`src/srs_pkg.sv`:
```
package srs_pkg;

  localparam int StackDepth = 32;
  localparam int PtrW       = $clog2(StackDepth);
  localparam int CntW       = $clog2(StackDepth + 1);
  localparam int PairCount  = 34;
  localparam int PairW      = $clog2(PairCount);
  localparam int CpW        = 21;
  localparam int ScriptW    = 8;
  localparam int BcW        = 3;
  localparam int PosW       = 32;

  // scripts at or below this code join any run
  localparam logic [ScriptW-1:0] ScriptInherited = 8'd1;

  // bracket pairs: even index opens, odd index closes
  localparam logic [CpW-1:0] PairTab [PairCount] = '{
    21'h0028, 21'h0029, 21'h003c, 21'h003e, 21'h005b, 21'h005d, 21'h007b, 21'h007d,
    21'h00ab, 21'h00bb, 21'h2018, 21'h2019, 21'h201c, 21'h201d, 21'h2039, 21'h203a,
    21'h3008, 21'h3009, 21'h300a, 21'h300b, 21'h300c, 21'h300d, 21'h300e, 21'h300f,
    21'h3010, 21'h3011, 21'h3014, 21'h3015, 21'h3016, 21'h3017, 21'h3018, 21'h3019,
    21'h301a, 21'h301b
  };

  typedef struct packed {
    logic               valid;
    logic [PosW-1:0]    start;
    logic [PosW-1:0]    limit;
    logic [ScriptW-1:0] script;
    logic               final_run;
  } emit_t;

  typedef struct packed {
    logic               pair_we;
    logic               script_we;
    logic [PtrW-1:0]    waddr;
    logic [PairW-1:0]   pair_wdata;
    logic [ScriptW-1:0] script_wdata;
    logic [PtrW-1:0]    raddr;
  } stk_req_t;

  // returns {found, index}
  function automatic logic [PairW:0] pair_lookup(input logic [CpW-1:0] cp);
    logic [PairW:0] res;
    res = '0;
    for (int i = 0; i < PairCount; i++) begin
      if (PairTab[i] == cp) begin
        res = {1'b1, PairW'(i)};
      end
    end
    return res;
  endfunction

endpackage

```
`src/srs_ram.sv`:
```
module srs_ram #(
  parameter int Width = 8,
  parameter int Depth = 32
) (
  input  logic                     clk_i,
  input  logic                     we_i,
  input  logic [$clog2(Depth)-1:0] waddr_i,
  input  logic [Width-1:0]         wdata_i,
  input  logic [$clog2(Depth)-1:0] raddr_i,
  output logic [Width-1:0]         rdata_o
);

  logic [Width-1:0] mem_q [Depth];
  logic [Width-1:0] rdata_q;

  always_ff @(posedge clk_i) begin
    if (we_i) begin
      mem_q[waddr_i] <= wdata_i;
    end
    rdata_q <= mem_q[raddr_i];
  end

  assign rdata_o = rdata_q;

endmodule

```
`src/srs_ctrl.sv`:
```
module srs_ctrl (
  input  logic                          clk_i,
  input  logic                          rst_ni,
  input  logic                          in_valid_i,
  output logic                          in_ready_o,
  input  logic [srs_pkg::CpW-1:0]       code_point_i,
  input  logic [srs_pkg::ScriptW-1:0]   char_script_i,
  input  logic [srs_pkg::BcW-1:0]       byte_count_i,
  input  logic                          last_char_i,
  input  logic                          out_free_i,
  output srs_pkg::emit_t                emit_o,
  output srs_pkg::stk_req_t             req_o,
  input  logic [srs_pkg::PairW-1:0]     rd_pair_i,
  input  logic [srs_pkg::ScriptW-1:0]   rd_script_i
);
  import srs_pkg::*;

  localparam logic [3:0] StIdle    = 4'd0;
  localparam logic [3:0] StTake    = 4'd1;
  localparam logic [3:0] StSrch    = 4'd2;
  localparam logic [3:0] StCmp     = 4'd3;
  localparam logic [3:0] StJoin    = 4'd4;
  localparam logic [3:0] StFix     = 4'd5;
  localparam logic [3:0] StFin     = 4'd6;
  localparam logic [3:0] StEmitBrk = 4'd7;
  localparam logic [3:0] StEmitEnd = 4'd8;

  localparam logic [PtrW-1:0] PtrEmpty = PtrW'(StackDepth - 1);
  localparam logic [CntW-1:0] CntFull  = CntW'(StackDepth);

  logic [3:0]         state_q, state_d;
  logic               found_q, found_d;
  logic [PairW-1:0]   pi_q, pi_d;
  logic [ScriptW-1:0] sc_q, sc_d;
  logic [ScriptW-1:0] sce_q, sce_d;
  logic [BcW-1:0]     bc_q, bc_d;
  logic               last_q, last_d;
  logic [PtrW-1:0]    top_q, top_d;
  logic [CntW-1:0]    count_q, count_d;
  logic [CntW-1:0]    pend_q, pend_d;
  logic [ScriptW-1:0] rs_q, rs_d;
  logic [PosW-1:0]    start_q, start_d;
  logic [PosW-1:0]    pos_q, pos_d;
  logic [PtrW-1:0]    fix_idx_q, fix_idx_d;

  logic [PairW:0]     lookup;
  logic               closing;
  logic               joins;
  logic [PtrW-1:0]    top_inc;
  logic [PtrW-1:0]    top_dec;
  logic [PtrW-1:0]    fix_inc;
  logic [CntW:0]      fix_sum;
  logic [PtrW-1:0]    fix_first;

  assign lookup  = pair_lookup(code_point_i);
  assign closing = found_q && pi_q[0];
  assign joins   = (rs_q <= ScriptInherited) || (sce_q <= ScriptInherited) || (rs_q == sce_q);
  assign top_inc = (top_q == PtrEmpty) ? '0 : top_q + PtrW'(1);
  assign top_dec = (top_q == '0) ? PtrEmpty : top_q - PtrW'(1);
  assign fix_inc = (fix_idx_q == PtrEmpty) ? '0 : fix_idx_q + PtrW'(1);
  // first pending entry: top - pending + 1, kept at or below twice the depth
  assign fix_sum = (CntW+1)'(top_q) + (CntW+1)'(StackDepth) - (CntW+1)'(pend_q)
                 + (CntW+1)'(1);
  assign fix_first = (fix_sum >= (CntW+1)'(StackDepth))
                   ? PtrW'(fix_sum - (CntW+1)'(StackDepth)) : PtrW'(fix_sum);

  always_comb begin
    state_d   = state_q;
    found_d   = found_q;
    pi_d      = pi_q;
    sc_d      = sc_q;
    sce_d     = sce_q;
    bc_d      = bc_q;
    last_d    = last_q;
    top_d     = top_q;
    count_d   = count_q;
    pend_d    = pend_q;
    rs_d      = rs_q;
    start_d   = start_q;
    pos_d     = pos_q;
    fix_idx_d = fix_idx_q;

    in_ready_o = 1'b0;
    emit_o     = '0;
    req_o      = '0;
    req_o.raddr = top_q;

    case (state_q)
      StIdle: begin
        in_ready_o = 1'b1;
        if (in_valid_i) begin
          found_d = lookup[PairW];
          pi_d    = lookup[PairW-1:0];
          sc_d    = char_script_i;
          bc_d    = byte_count_i;
          last_d  = last_char_i;
          state_d = StTake;
        end
      end
      StTake: begin
        sce_d = sc_q;
        if (found_q && !pi_q[0]) begin
          // push opener with the run script it was seen in
          req_o.pair_we      = 1'b1;
          req_o.script_we    = 1'b1;
          req_o.waddr        = top_inc;
          req_o.pair_wdata   = pi_q;
          req_o.script_wdata = rs_q;
          top_d = top_inc;
          if (count_q < CntFull) count_d = count_q + CntW'(1);
          if (pend_q < CntFull) pend_d = pend_q + CntW'(1);
          state_d = StJoin;
        end else if (closing) begin
          state_d = StSrch;
        end else begin
          state_d = StJoin;
        end
      end
      StSrch: begin
        state_d = (count_q == '0) ? StJoin : StCmp;
      end
      StCmp: begin
        if (rd_pair_i != {pi_q[PairW-1:1], 1'b0}) begin
          count_d = count_q - CntW'(1);
          top_d   = (count_q == CntW'(1)) ? PtrEmpty : top_dec;
          if (pend_q != '0) pend_d = pend_q - CntW'(1);
          state_d = StSrch;
        end else begin
          sce_d   = rd_script_i;
          state_d = StJoin;
        end
      end
      StJoin: begin
        if (joins) begin
          state_d = StFin;
          if (rs_q <= ScriptInherited && sce_q > ScriptInherited) begin
            rs_d      = sce_q;
            fix_idx_d = fix_first;
            if (pend_q != '0) state_d = StFix;
          end
        end else begin
          state_d = StEmitBrk;
        end
      end
      StFix: begin
        req_o.script_we    = 1'b1;
        req_o.waddr        = fix_idx_q;
        req_o.script_wdata = rs_q;
        fix_idx_d = fix_inc;
        pend_d    = pend_q - CntW'(1);
        if (pend_q == CntW'(1)) state_d = StFin;
      end
      StFin: begin
        if (closing && count_q != '0) begin
          count_d = count_q - CntW'(1);
          top_d   = (count_q == CntW'(1)) ? PtrEmpty : top_dec;
          if (pend_q != '0) pend_d = pend_q - CntW'(1);
        end
        pos_d   = pos_q + PosW'(bc_q);
        state_d = last_q ? StEmitEnd : StIdle;
      end
      StEmitBrk: begin
        if (out_free_i) begin
          emit_o.valid     = 1'b1;
          emit_o.start     = start_q;
          emit_o.limit     = pos_q;
          emit_o.script    = rs_q;
          emit_o.final_run = 1'b0;
          start_d = pos_q;
          rs_d    = '0;
          pend_d  = '0;
          state_d = StTake;
        end
      end
      StEmitEnd: begin
        if (out_free_i) begin
          emit_o.valid     = 1'b1;
          emit_o.start     = start_q;
          emit_o.limit     = pos_q;
          emit_o.script    = rs_q;
          emit_o.final_run = 1'b1;
          top_d   = PtrEmpty;
          count_d = '0;
          pend_d  = '0;
          rs_d    = '0;
          start_d = '0;
          pos_d   = '0;
          state_d = StIdle;
        end
      end
      default: begin
        state_d = StIdle;
      end
    endcase
  end

  always_ff @(posedge clk_i or negedge rst_ni) begin
    if (!rst_ni) begin
      state_q <= StIdle;
      top_q   <= PtrEmpty;
      count_q <= '0;
      pend_q  <= '0;
      rs_q    <= '0;
      start_q <= '0;
      pos_q   <= '0;
    end else begin
      state_q <= state_d;
      top_q   <= top_d;
      count_q <= count_d;
      pend_q  <= pend_d;
      rs_q    <= rs_d;
      start_q <= start_d;
      pos_q   <= pos_d;
    end
  end

  always_ff @(posedge clk_i) begin
    found_q   <= found_d;
    pi_q      <= pi_d;
    sc_q      <= sc_d;
    sce_q     <= sce_d;
    bc_q      <= bc_d;
    last_q    <= last_d;
    fix_idx_q <= fix_idx_d;
  end

  a_pend_le_count: assert property (@(posedge clk_i) disable iff (!rst_ni)
    pend_q <= count_q) else $error("pending fixups exceed stack fill");

  a_empty_top: assert property (@(posedge clk_i) disable iff (!rst_ni)
    count_q == '0 |-> top_q == PtrEmpty) else $error("empty stack with live top");

  a_emit_free: assert property (@(posedge clk_i) disable iff (!rst_ni)
    emit_o.valid |-> out_free_i) else $error("run emitted into a busy output");

  a_final_clears: assert property (@(posedge clk_i) disable iff (!rst_ni)
    emit_o.valid && emit_o.final_run |=> pos_q == '0 && count_q == '0 && rs_q == '0)
    else $error("state not cleared after final run");

endmodule

```
`src/script_run_segmenter.sv`:
```
// script run segmenter
// input channel: one decoded character per transfer (code point, script code from
// an outside property lookup, utf-8 byte count, last-character flag)
// output channel: one finished run per transfer (start and limit byte offsets,
// script, final-run flag); a character yields zero, one or two runs
// sequencing: a plain character walks accept, classify, join test and commit
// before the block is ready again, one step per sequencer state
// a closing bracket examines stack entries in turn (ram read at the top, then
// compare and pop), with one more search step when the stack is or runs empty
// a run script that first appears adds a fixup step per pending stack entry, as
// the script ram takes one write a cycle
// a run break adds an emit step and a second pass of the character; the last
// character adds an emit step
// results leave through a one-entry output register; while it is full and the
// receiver stalls, the sequencer waits in its emit step, so in_ready_o stays low
// reset: run state and stack pointers go to empty, the stack rams are not cleared
// (an entry is read only after it was pushed); after the final run the block
// returns to the same state by itself
module script_run_segmenter (
  input  logic                        clk_i,
  input  logic                        rst_ni,
  input  logic                        in_valid_i,
  output logic                        in_ready_o,
  input  logic [srs_pkg::CpW-1:0]     code_point_i,
  input  logic [srs_pkg::ScriptW-1:0] char_script_i,
  input  logic [srs_pkg::BcW-1:0]     byte_count_i,
  input  logic                        last_char_i,
  output logic                        out_valid_o,
  input  logic                        out_ready_i,
  output logic [srs_pkg::PosW-1:0]    run_start_o,
  output logic [srs_pkg::PosW-1:0]    run_limit_o,
  output logic [srs_pkg::ScriptW-1:0] run_script_o,
  output logic                        final_run_o
);
  import srs_pkg::*;

  emit_t              emit;
  stk_req_t           req;
  logic [PairW-1:0]   rd_pair;
  logic [ScriptW-1:0] rd_script;
  logic               out_free;

  // output register holds one run
  logic               out_valid_q;
  logic [PosW-1:0]    out_start_q;
  logic [PosW-1:0]    out_limit_q;
  logic [ScriptW-1:0] out_script_q;
  logic               out_final_q;

  // a new run may load when the register is empty or drains this cycle
  assign out_free = !out_valid_q || out_ready_i;

  srs_ctrl u_ctrl (
    .clk_i         (clk_i),
    .rst_ni        (rst_ni),
    .in_valid_i    (in_valid_i),
    .in_ready_o    (in_ready_o),
    .code_point_i  (code_point_i),
    .char_script_i (char_script_i),
    .byte_count_i  (byte_count_i),
    .last_char_i   (last_char_i),
    .out_free_i    (out_free),
    .emit_o        (emit),
    .req_o         (req),
    .rd_pair_i     (rd_pair),
    .rd_script_i   (rd_script)
  );

  // bracket stack: pair index and script live in separate rams so a script
  // fixup rewrites one field only
  srs_ram #(.Width(PairW), .Depth(StackDepth)) u_pair_ram (
    .clk_i   (clk_i),
    .we_i    (req.pair_we),
    .waddr_i (req.waddr),
    .wdata_i (req.pair_wdata),
    .raddr_i (req.raddr),
    .rdata_o (rd_pair)
  );

  srs_ram #(.Width(ScriptW), .Depth(StackDepth)) u_script_ram (
    .clk_i   (clk_i),
    .we_i    (req.script_we),
    .waddr_i (req.waddr),
    .wdata_i (req.script_wdata),
    .raddr_i (req.raddr),
    .rdata_o (rd_script)
  );

  always_ff @(posedge clk_i or negedge rst_ni) begin
    if (!rst_ni) begin
      out_valid_q <= 1'b0;
    end else if (emit.valid) begin
      out_valid_q <= 1'b1;
    end else if (out_ready_i) begin
      out_valid_q <= 1'b0;
    end
  end

  // payload needs no reset
  always_ff @(posedge clk_i) begin
    if (emit.valid) begin
      out_start_q  <= emit.start;
      out_limit_q  <= emit.limit;
      out_script_q <= emit.script;
      out_final_q  <= emit.final_run;
    end
  end

  assign out_valid_o  = out_valid_q;
  assign run_start_o  = out_start_q;
  assign run_limit_o  = out_limit_q;
  assign run_script_o = out_script_q;
  assign final_run_o  = out_final_q;

endmodule
```
`config.mk`:
```
export PLATFORM = sky130hd
export DESIGN_NAME = script_run_segmenter
export DESIGN_NICKNAME = d
export VERILOG_FILES = /design/src/srs_pkg.sv /design/src/srs_ram.sv /design/src/srs_ctrl.sv /design/src/script_run_segmenter.sv
export SDC_FILE = /design/constraint.sdc
export NUM_CORES = 1
export LEC_CHECK = 0
export ABC_AREA = 0
export BUFFER_PORTS_ARGS = -buffer_cell sky130_fd_sc_hd__clkbuf_2
export CORE_UTILIZATION = 45
export CTS_CLUSTER_DIAMETER = 100
export CTS_CLUSTER_SIZE = 14
export DETAILED_ROUTE_END_ITERATION = 8
export PLACE_DENSITY = 0.66
export SKIP_LAST_GASP = 1
export SYNTH_ARGS = -nofsm -noshare
export SYNTH_HDL_FRONTEND = slang
export SYNTH_HIERARCHICAL = 1
export SYNTH_SLANG_ARGS = --single-unit
export TNS_END_PERCENT = 5
```
`constraint.sdc`:
```
create_clock -name clk_i -period 7.8 [get_ports clk_i]
set_input_delay 1.56 -clock clk_i [delete_from_list [all_inputs] [get_ports clk_i]]
set_output_delay 1.56 -clock clk_i [all_outputs]
set_load 0.01 [all_outputs]
```
# After elaboration in Yosys (flattened, before gate mapping)

Memories as Yosys holds them, arrays and structs flattened. A register that Yosys moved wholly into a read port is not among the register bits.
Index checks and enable logic that the tools add are counted.
Widths: inputs -> output; s select.

Memory bits (writable): 448
Memories kept: 2
Input port bits: 37
Output and inout bits: 75
Register bits after elaboration: 199

Memory list:

| memory             | words | bits a word | rd ports | clocked after Yosys merged registers in | wr ports | RTL line      | RTL |
|---|---|---|---|---|---|---|---|
| u_script_ram.mem_q | 32    | 8           | 1        | 1                                       | 1        | srs_ram.sv:13 | `logic [Width-1:0] mem_q [Depth];` |
| u_pair_ram.mem_q   | 32    | 6           | 1        | 1                                       | 1        | srs_ram.sv:13 |  |

Magnitude comparators: 6
Multiplexer cells: 96
$add $sub $neg: 12
Eq/ne operators: 61
Reductions and logical operators: 35

Operators with widths:

| kind                 | count |
|---|---|
| $eq 14x21->1 const A | 24 |
| $mux 6               | 42 |
| $mux 74              | 2 |
| $pmux 74 s2          | 1 |
| $pmux 32 s2          | 2 |
| $eq 6x21->1 const A  | 4 |
| $eq 7x21->1 const A  | 4 |
| $mux 32              | 2 |
| $mux 5               | 11 |
| $pmux 8 s2           | 3 |
| $eq 8x21->1 const A  | 2 |
| $pmux 4 s9           | 1 |
| $reduce_or 33->1     | 1 |
| $add 32x3->32        | 1 |
| $mux 4               | 8 |
| $mux 8               | 4 |
| $pmux 6 s5           | 1 |
| $pmux 6 s4           | 1 |
| $mux 21              | 1 |
| $pmux 5 s4           | 1 |
| $ne 2x1->1 const B   | 9 |
| $eq 4x3->1 const B   | 4 |
| $le 8x1->1 const B   | 2 |
| $add 6x1->6 const B  | 2 |
| other kinds (39)     | 77 |

# Logic depth before layout (Yosys ltp)

Gate-level depths: netlist (run 1).

Depth in word-level cells: 34
Gate-level depth with buffers: 10
Gate-level depth less buffers: 9

# Modules after synthesis

Netlist (run 1), hierarchy kept.

Modules (own cells, without submodules):

| module                 | instances | area each (um^2) | cells an instance | sequential area each (um^2) |
|---|---|---|---|---|
| srs_ram (u_script_ram) | 1         | 10053.4          | 417               | 7847.5 |
| srs_ctrl               | 1         | 7816.2           | 819               | 3294.4 |
| srs_ram (u_pair_ram)   | 1         | 7589.8           | 323               | 5885.6 |
| script_run_segmenter   | 1         | 2239.6           | 76                | 2217.1 |

# Worst setup path before layout (run 1)

Ideal clock, no wire load.

Path kind: input-to-reg
Start point: input out_ready_i
End point: register out_valid_q (netlist: out_valid_o)
Arrival time: 4587 ps
Cell stages on the path: 6
Slack: 3133 ps
Cells stage by stage: nand2b_4 -> nand2b_1 -> buf_2 -> inv_1 -> clkbuf_1 -> nand2b_2

RTL lines:

| element              | RTL line                   | RTL |
|---|---|---|
| from (decl)          | script_run_segmenter.sv:29 | `input logic out_ready_i,` |
| to (signal assigned) | script_run_segmenter.sv:91 | `out_valid_q <= 1'b0;` |
| to (signal assigned) | script_run_segmenter.sv:93 | `out_valid_q <= 1'b1;` |
| to (signal assigned) | script_run_segmenter.sv:95 | `out_valid_q <= 1'b0;` |
| to (decl)            | script_run_segmenter.sv:44 | `logic out_valid_q;` |

==> results_dict.tcl, run 1 <==
set metrics [dict create \
    critPathMaxStageDelay_ps 850 \
    whs_endpoint "u_ctrl/start_q[4]$_DFFE_PN0P_" \
    start_util 0.457 \
    syn-num-nets 1697 \
    p_leak_uw 0.0100 \
    yosys_most_used_dff "edfxtp_1" \
    place_inst 2467 \
    worstMarginPinSlew_ps 1150 \
    hold_class "reg2reg" \
    finalSetupTns_ps 0 \
    synth_top_area_frac 0.600 \
    cts_resized 0 \
    status "complete, no violations" \
    worst_hold_slack_ps 484 \
    nNetsFinal 1802 \
    clock_path_buffers 3 \
    syn_area_per_cell_um2 16.9 \
    cts_tree "built" \
    crit_fanout 23 \
    worstSetupPathType "reg2reg" \
    wl_um 58200 \
    ys_ff_latch 661 \
    die_area_um2 62600 \
    comb_power_share 0.283 \
    cp_data_arrival_time_ps 4960 \
    report.final.slew_viol_count 0 \
    r2r-start "u_ctrl/state_q[0]$_DFFE_PN0P_" \
    rrSetupSlack_ps 3070 \
    critPathSlowestCell "dfrtp_1" \
    drtIter0Drc 1538 \
    hold_viol_final 0 \
    crit_top_cell "nor2_1" \
    syn2layout_area_growth_pct 10.2 \
    internal_power_uw 6750 \
    coreArea_um2 60600 \
    layout_commonest_cell "edfxtp_1" \
    cp_top_family "simple AND/OR/NAND/NOR gates" \
    nFillCells 4918 \
    gp_congestion 0.830 \
    grt_max_degree 72 \
    ys_types 85 \
    vias 14969 \
    max_freq_ghz 0.211 \
    fin_ws_ps 3070 \
    synthTopCellsByArea "edfxtp_1 (60%), mux4_2 (11%), dfrtp_1 (8.0%), nor2_1 (2.0%), and2_1 (1.6%)" \
    antenna_found_initial 0 \
    synth_warnings 6 \
    die_y_um 250 \
    cts-root-buf "clkbuf_16" \
    wl_per_cell_um 22.8 \
    critPathCaptureType "flop" \
    drive_gt1_frac 0.228 \
    ir_drop_mv 0.157 \
    worstReg2RegEnd "u_script_ram/mem_q[7][0]$_DFFE_PP_" \
    dr.pass1.iters 5 \
    cts_hold_buf 0 \
    numClockSinks 661 \
    crit_required_ps 8020 \
    path_buf_inv 0 \
    ant_nets 0 \
    antennaDiodeCount 0 \
    timing.final.crit_period_ps 4730 \
    clk_pin_slew_ps 70 \
    vias_per_cell 5.86 \
    crit_chain "nand2b_4 > or3_1 > nor2_1 > a22oi_1 > nor3_1 > nand3_1 > nor2_1" \
    whs_path_depth 2 \
    switching_share 0.313 \
    yosysTopAreaCell "edfxtp_1" \
    async_flop_share 0.142 \
    clock_latency_ps 630 \
    cts_made_buffers 53 \
    grt_pass1_vias 14762 \
    row_count 90 \
    die_w_um 250 \
    setup_violations 0 \
    layout_common_cells "edfxtp_1 (553), mux4_2 (140), nor2_1 (134)" \
    max_slew_margin 0.233 \
    grt_remaining_overflow 0 \
    maxCapViolations 0 \
    place_hpwl_um 36900 \
    synth_area_um2 27700 \
    start_kind "flop" \
    drc 0 \
    pwr-share-seq 0.467 \
    power_frac_clock 0.250 \
    syn_inst 1635 \
    cts_setup_buffers 0 \
    r2r_cells 7 \
    grtUsageTotal 0.188 \
    seq_area_frac_synth 0.695 \
    min_from "u_ctrl/start_q[4]$_DFFE_PN0P_" \
    grt_pass1_wl_um 90400 \
    finalCritPeriodShare 0.607 \
    htree_levels 2 \
    crit_cells 7 \
    rsz0062_at_grt "false" \
    cellPowerDensity_nw_per_um2 322 \
    port_buffers 111 \
    p_sw_uw 3070 \
    io_pins 112 \
    post-place-ws_ps 3020 \
    fin_cells 2556 \
    synth_edf_count 553 \
    fin_skew_ps 34.9 \
]
## synth_stat cells, types with 23 or more instances
cell	count
nand2_1	56
mux2_2	24
a22o_1	38
a21oi_1	29
edfxtp_1	553
and2_1	71
nand3_1	44
inv_1	31
o21ai_0	40
mux4_2	140
xor2_1	33
ha_1	23
nor2_1	144
dfrtp_1	89
clkbuf_1	34
## layer usage
layer  up-vias  wire length [um]  global-route usage
met4         0              1320              0.0515
met3        84              3720              0.0319
met5         -                 0                   0
met2       572             27900               0.301
li1       6595                 -                   -
met1      7718             25200               0.268
## sequential cells by signal, summed over array words and instances (netlist names), 32 cells and up
signal,flops
u_ctrl/pos_q,32
u_pair_ram/mem_q,192
u_ctrl/start_q,32
run_start_o,32
u_script_ram/mem_q,256
run_limit_o,32
## cell type report
type / count / area (um2) / area share
clock buffers: 86 / 1450 / 0.0475
clock inverters: 3 / 62.6 / 0.00205
inverters: 31 / 119 / 0.00389
multi-input cells: 863 / 7970 / 0.261
flip-flops and latches: 661 / 19300 / 0.631
well taps: 782 / 978 / 0.0320
repair buffers: 130 / 701 / 0.0229
## tightest hold or removal path: cells and delay by family (launching register included)
family,cells,cell delay (ps)
AO/OA/AOI/OAI,1,60
flip-flops,1,340
AND/OR/NAND/NOR,1,60
## through the flow
step	total power, uW	cell area (um2)	util
2_1_floorplan	6680	27700	-
3_3_place_gp	7380	29000	0.479
3_5_place_dp	7440	29000	0.479
4_1_cts	9900	30500	0.504
5_1_grt	10300	30500	0.504
6_report	9820	30500	0.504
## worst max-delay path by stage
stage	start	slack [ps]	end
final	u_ctrl/state_q[0]$_DFFE_PN0P_	3070	u_script_ram/mem_q[7][0]$_DFFE_PP_
after global routing	u_ctrl/state_q[0]$_DFFE_PN0P_	2550	u_script_ram/mem_q[7][0]$_DFFE_PP_
after CTS	u_ctrl/state_q[0]$_DFFE_PN0P_	2980	u_script_ram/mem_q[7][0]$_DFFE_PP_
after detailed placement	u_ctrl/state_q[0]$_DFFE_PN0P_	3020	u_script_ram/mem_q[7][7]$_DFFE_PP_
after global placement	u_ctrl/state_q[0]$_DFFE_PN0P_	3250	u_script_ram/mem_q[11][0]$_DFFE_PP_
after floorplan	out_ready_i	3130	out_valid_o$_DFFE_PN0P_
## cells by family (layout without fill, tap and decap cells)
logic type / after synthesis / count (layout) / synth area share
DFF: 661 / 661 / 0.695
and+or+nand+nor: 447 / 447 / 0.0888
AOI/OAI and AO/OA: 174 / 174 / 0.0439
xor gates and xnor gates: 52 / 52 / 0.0164
buffers and inverters: 111 / 250 / 0.0205
other: 1 / 1 / 0.000135
adders and majority gates: 25 / 25 / 0.0118
muxes: 164 / 164 / 0.124
## power groups by stage
stage                     Clock (uW)  Sequential, uW  Combinational, uW
final                           2460            4590               2780
after global routing            2640            4630               3010
after CTS                       2520            4600               2790
after detailed placement           0            4670               2780
after global placement             0            4660               2730
after floorplan                    0            4480               2200
(Power assumes the default switching activity.)
==> inputs of run 2 (changes only) <==
--- a/config.mk
+++ b/config.mk
@@ -5,13 +5,13 @@
 export SDC_FILE = /design/constraint.sdc
 export NUM_CORES = 1
 export LEC_CHECK = 0
-export ABC_AREA = 0
+export ABC_AREA = 1
 export BUFFER_PORTS_ARGS = -buffer_cell sky130_fd_sc_hd__clkbuf_2
 export CORE_UTILIZATION = 45
 export CTS_CLUSTER_DIAMETER = 100
 export CTS_CLUSTER_SIZE = 14
 export DETAILED_ROUTE_END_ITERATION = 8
-export PLACE_DENSITY = 0.66
+export PLACE_DENSITY = 0.68
 export SKIP_LAST_GASP = 1
 export SYNTH_ARGS = -nofsm -noshare
 export SYNTH_HDL_FRONTEND = slang
==> constraint.sdc (replaced) <==
create_clock -name clk_i -period 4.3 [get_ports clk_i]
set_input_delay 0.86 -clock clk_i [delete_from_list [all_inputs] [get_ports clk_i]]
set_output_delay 0.86 -clock clk_i [all_outputs]
set_load 0.01 [all_outputs]
==> results_dict.tcl, run 2 <==
set metrics [dict create \
    yosys-top-cells-count "nand2_1 (789), edfxtp_1 (553), nand3_1 (433)" \
    syn_inst 2743 \
    gp_congestion 0.920 \
    crit_fanout 50 \
    antenna_found_initial 2 \
    path_buf_inv 1 \
    largest_reg_flops 256 \
    max_freq_ghz 0.283 \
    yosysTopAreaCell "edfxtp_1" \
    cp_top_family "simple AND/OR/NAND/NOR gates" \
    cts_made_buffers 54 \
    cts_resized 0 \
    finalCritPeriodShare 0.821 \
    top_register "u_script_ram/mem_q" \
    cts-root-buf "clkbuf_16" \
    timing.final.crit_period_ps 3530 \
    syn_area_per_cell_um2 10.5 \
    maxCapViolations 0 \
    layout_commonest_cell "nand2_1" \
    clock_path_buffers 3 \
    synth_area_um2 28900 \
    place_hpwl_um 44100 \
    fin_skew_ps 45.7 \
    critPathMaxStageDelay_ps 630 \
    syn2layout_area_growth_pct 9.95 \
    nNetsFinal 2903 \
    worstMarginPinSlew_ps 1300 \
    cellPowerDensity_nw_per_um2 627 \
    rsz0062_at_grt "false" \
    finalSetupTns_ps 0 \
    crit_chain "buf_4 > nand3_1 > xor2_1 > nor2_1 > nand2_1 > o21ai_0 > nand3_1 > nor2_1" \
    dr.pass1.iters 6 \
    vias 20192 \
    drtIter0Drc 1941 \
    row_count 92 \
    io_pins 112 \
    critPathCaptureType "flop" \
    ant_nets 0 \
    cts_setup_buffers 0 \
    p_leak_uw 0.0121 \
    async_flop_share 0.142 \
    wl_um 68900 \
    yosysMostFrequentCell "nand2_1" \
    fin_util 0.502 \
    drive_gt1_frac 0.0987 \
    numClockSinks 661 \
    nFillCells 5620 \
    cts_tree "built" \
    clk_pin_slew_ps 70 \
    vias_per_cell 5.44 \
    rrSetupSlack_ps 770 \
    hold_viol_final 0 \
    port_buffers 111 \
    grt_pass1_wl_um 108000 \
    start_kind "flop" \
    worstReg2RegEnd "u_script_ram/mem_q[8][3]$_DFFE_PP_" \
    synth_warnings 6 \
    hold_class "in2async" \
    ir_drop_mv 0.493 \
    wl_per_cell_um 18.6 \
    setup_violations 0 \
    worstSetupPathType "reg2reg" \
    coreArea_um2 63300 \
    grt_pass1_vias 19828 \
    status "complete, no violations" \
    die_area_um2 65300 \
    die_w_um 256 \
    seq_area_frac_synth 0.665 \
    start_util 0.457 \
    drc 0 \
    synth_top_area_frac 0.574 \
    syn-num-nets 2805 \
    grtUsageTotal 0.208 \
    reg_top3 "u_script_ram/mem_q (256), u_pair_ram/mem_q (192)" \
    critPathSlowestCell "dfstp_4" \
    synth_edf_count 553 \
    grt_remaining_overflow 0 \
    ys_types 54 \
    synthTopCellsByArea "edfxtp_1 (57%), nand2_1 (10%), dfrtp_1 (7.7%), nand3_1 (7.5%), nor2_1 (2.9%)" \
    report.final.slew_viol_count 0 \
    max_slew_margin 0.133 \
    clock_latency_ps 640 \
    layout_common_cells "nand2_1 (788), edfxtp_1 (553), nand3_1 (433)" \
    r2r-start "u_ctrl/top_q[1]$_DFFE_PN1P_" \
    ys_ff_latch 661 \
    grt_max_degree 129 \
    crit_cells 8 \
    crit_required_ps 4530 \
    cts_hold_buf 0 \
    cp_data_arrival_time_ps 3760 \
    yosys_most_used_dff "edfxtp_1" \
    die_y_um 256 \
    r2r_cells 8 \
    htree_levels 2 \
]
-- run 2: metrics by stage --
stage                     hold slack (ps)  cells  setup WS [ps]  power [uW]  instance area (um2)
after global routing                  379   3714            597       21100                31800
after CTS                             360   3713            853       19900                31800
after detailed placement              480   3631            864       15300                30200
after global placement                483   3631            903       15200                30200
final                                 391   3714            771       19900                31800
after floorplan                       471   2743            203       13500                28900
-- run 2: worst max-delay path by stage --
| stage | slack [ps] | start | end |
|---|---|---|---|
| after floorplan | 200 | out_ready_i | final_run_o$_DFFE_PP_ |
| after global placement | 900 | u_ctrl/top_q[1]$_DFFE_PN1P_ | u_pair_ram/mem_q[2][0]$_DFFE_PP_ |
| after detailed placement | 860 | u_ctrl/top_q[1]$_DFFE_PN1P_ | u_pair_ram/mem_q[3][4]$_DFFE_PP_ |
| after CTS | 850 | u_ctrl/top_q[1]$_DFFE_PN1P_ | u_pair_ram/mem_q[19][2]$_DFFE_PP_ |
| after global routing | 600 | u_ctrl/top_q[1]$_DFFE_PN1P_ | u_pair_ram/mem_q[19][2]$_DFFE_PP_ |
| final | 770 | u_ctrl/top_q[1]$_DFFE_PN1P_ | u_script_ram/mem_q[8][3]$_DFFE_PP_ |
-- run 2: where the power goes --
group	internal, uW	total (uW)	switching, uW
registers	7900	8340	444
logic	2020	7000	4990
clock network	2420	4600	2190
total	12300	19900	7620
-- run 2: kinds of logic (layout without fill, tap and decap cells) --
kind of cell,count (synthesis),in the layout,share of synthesized area
other,1,2,0.000130
AND/OR/NAND/NOR,1554,1554,0.231
AO/OA/AOI/OAI,166,166,0.0323
buffers and inverters,309,433,0.0513
flip-flops,661,661,0.665
XOR/XNOR,27,27,0.00818
adder cells (fa/ha/maj),25,25,0.0113
-- run 2: cell type report --
type	instances	area [um2]	area share
clock buffers	77	1460	0.0459
clock inverters	5	118	0.00370
multi-input cells	1773	8260	0.260
flip-flops and latches	661	19300	0.605
inverters	194	736	0.0231
repair buffers	157	916	0.0288
diodes	1	2.50	0.0000787
well taps	846	1060	0.0333
-- run 2: metal layers --
metal | GRT usage | share of wire | vias to the layer above
met1 | 0.282 | 0.42 | 9727
met2 | 0.347 | 0.49 | 815
met4 | 0.0629 | 0.024 | 2
met5 | 0 | 0.00019 | -
met3 | 0.0324 | 0.070 | 127
li1 | - | - | 9521
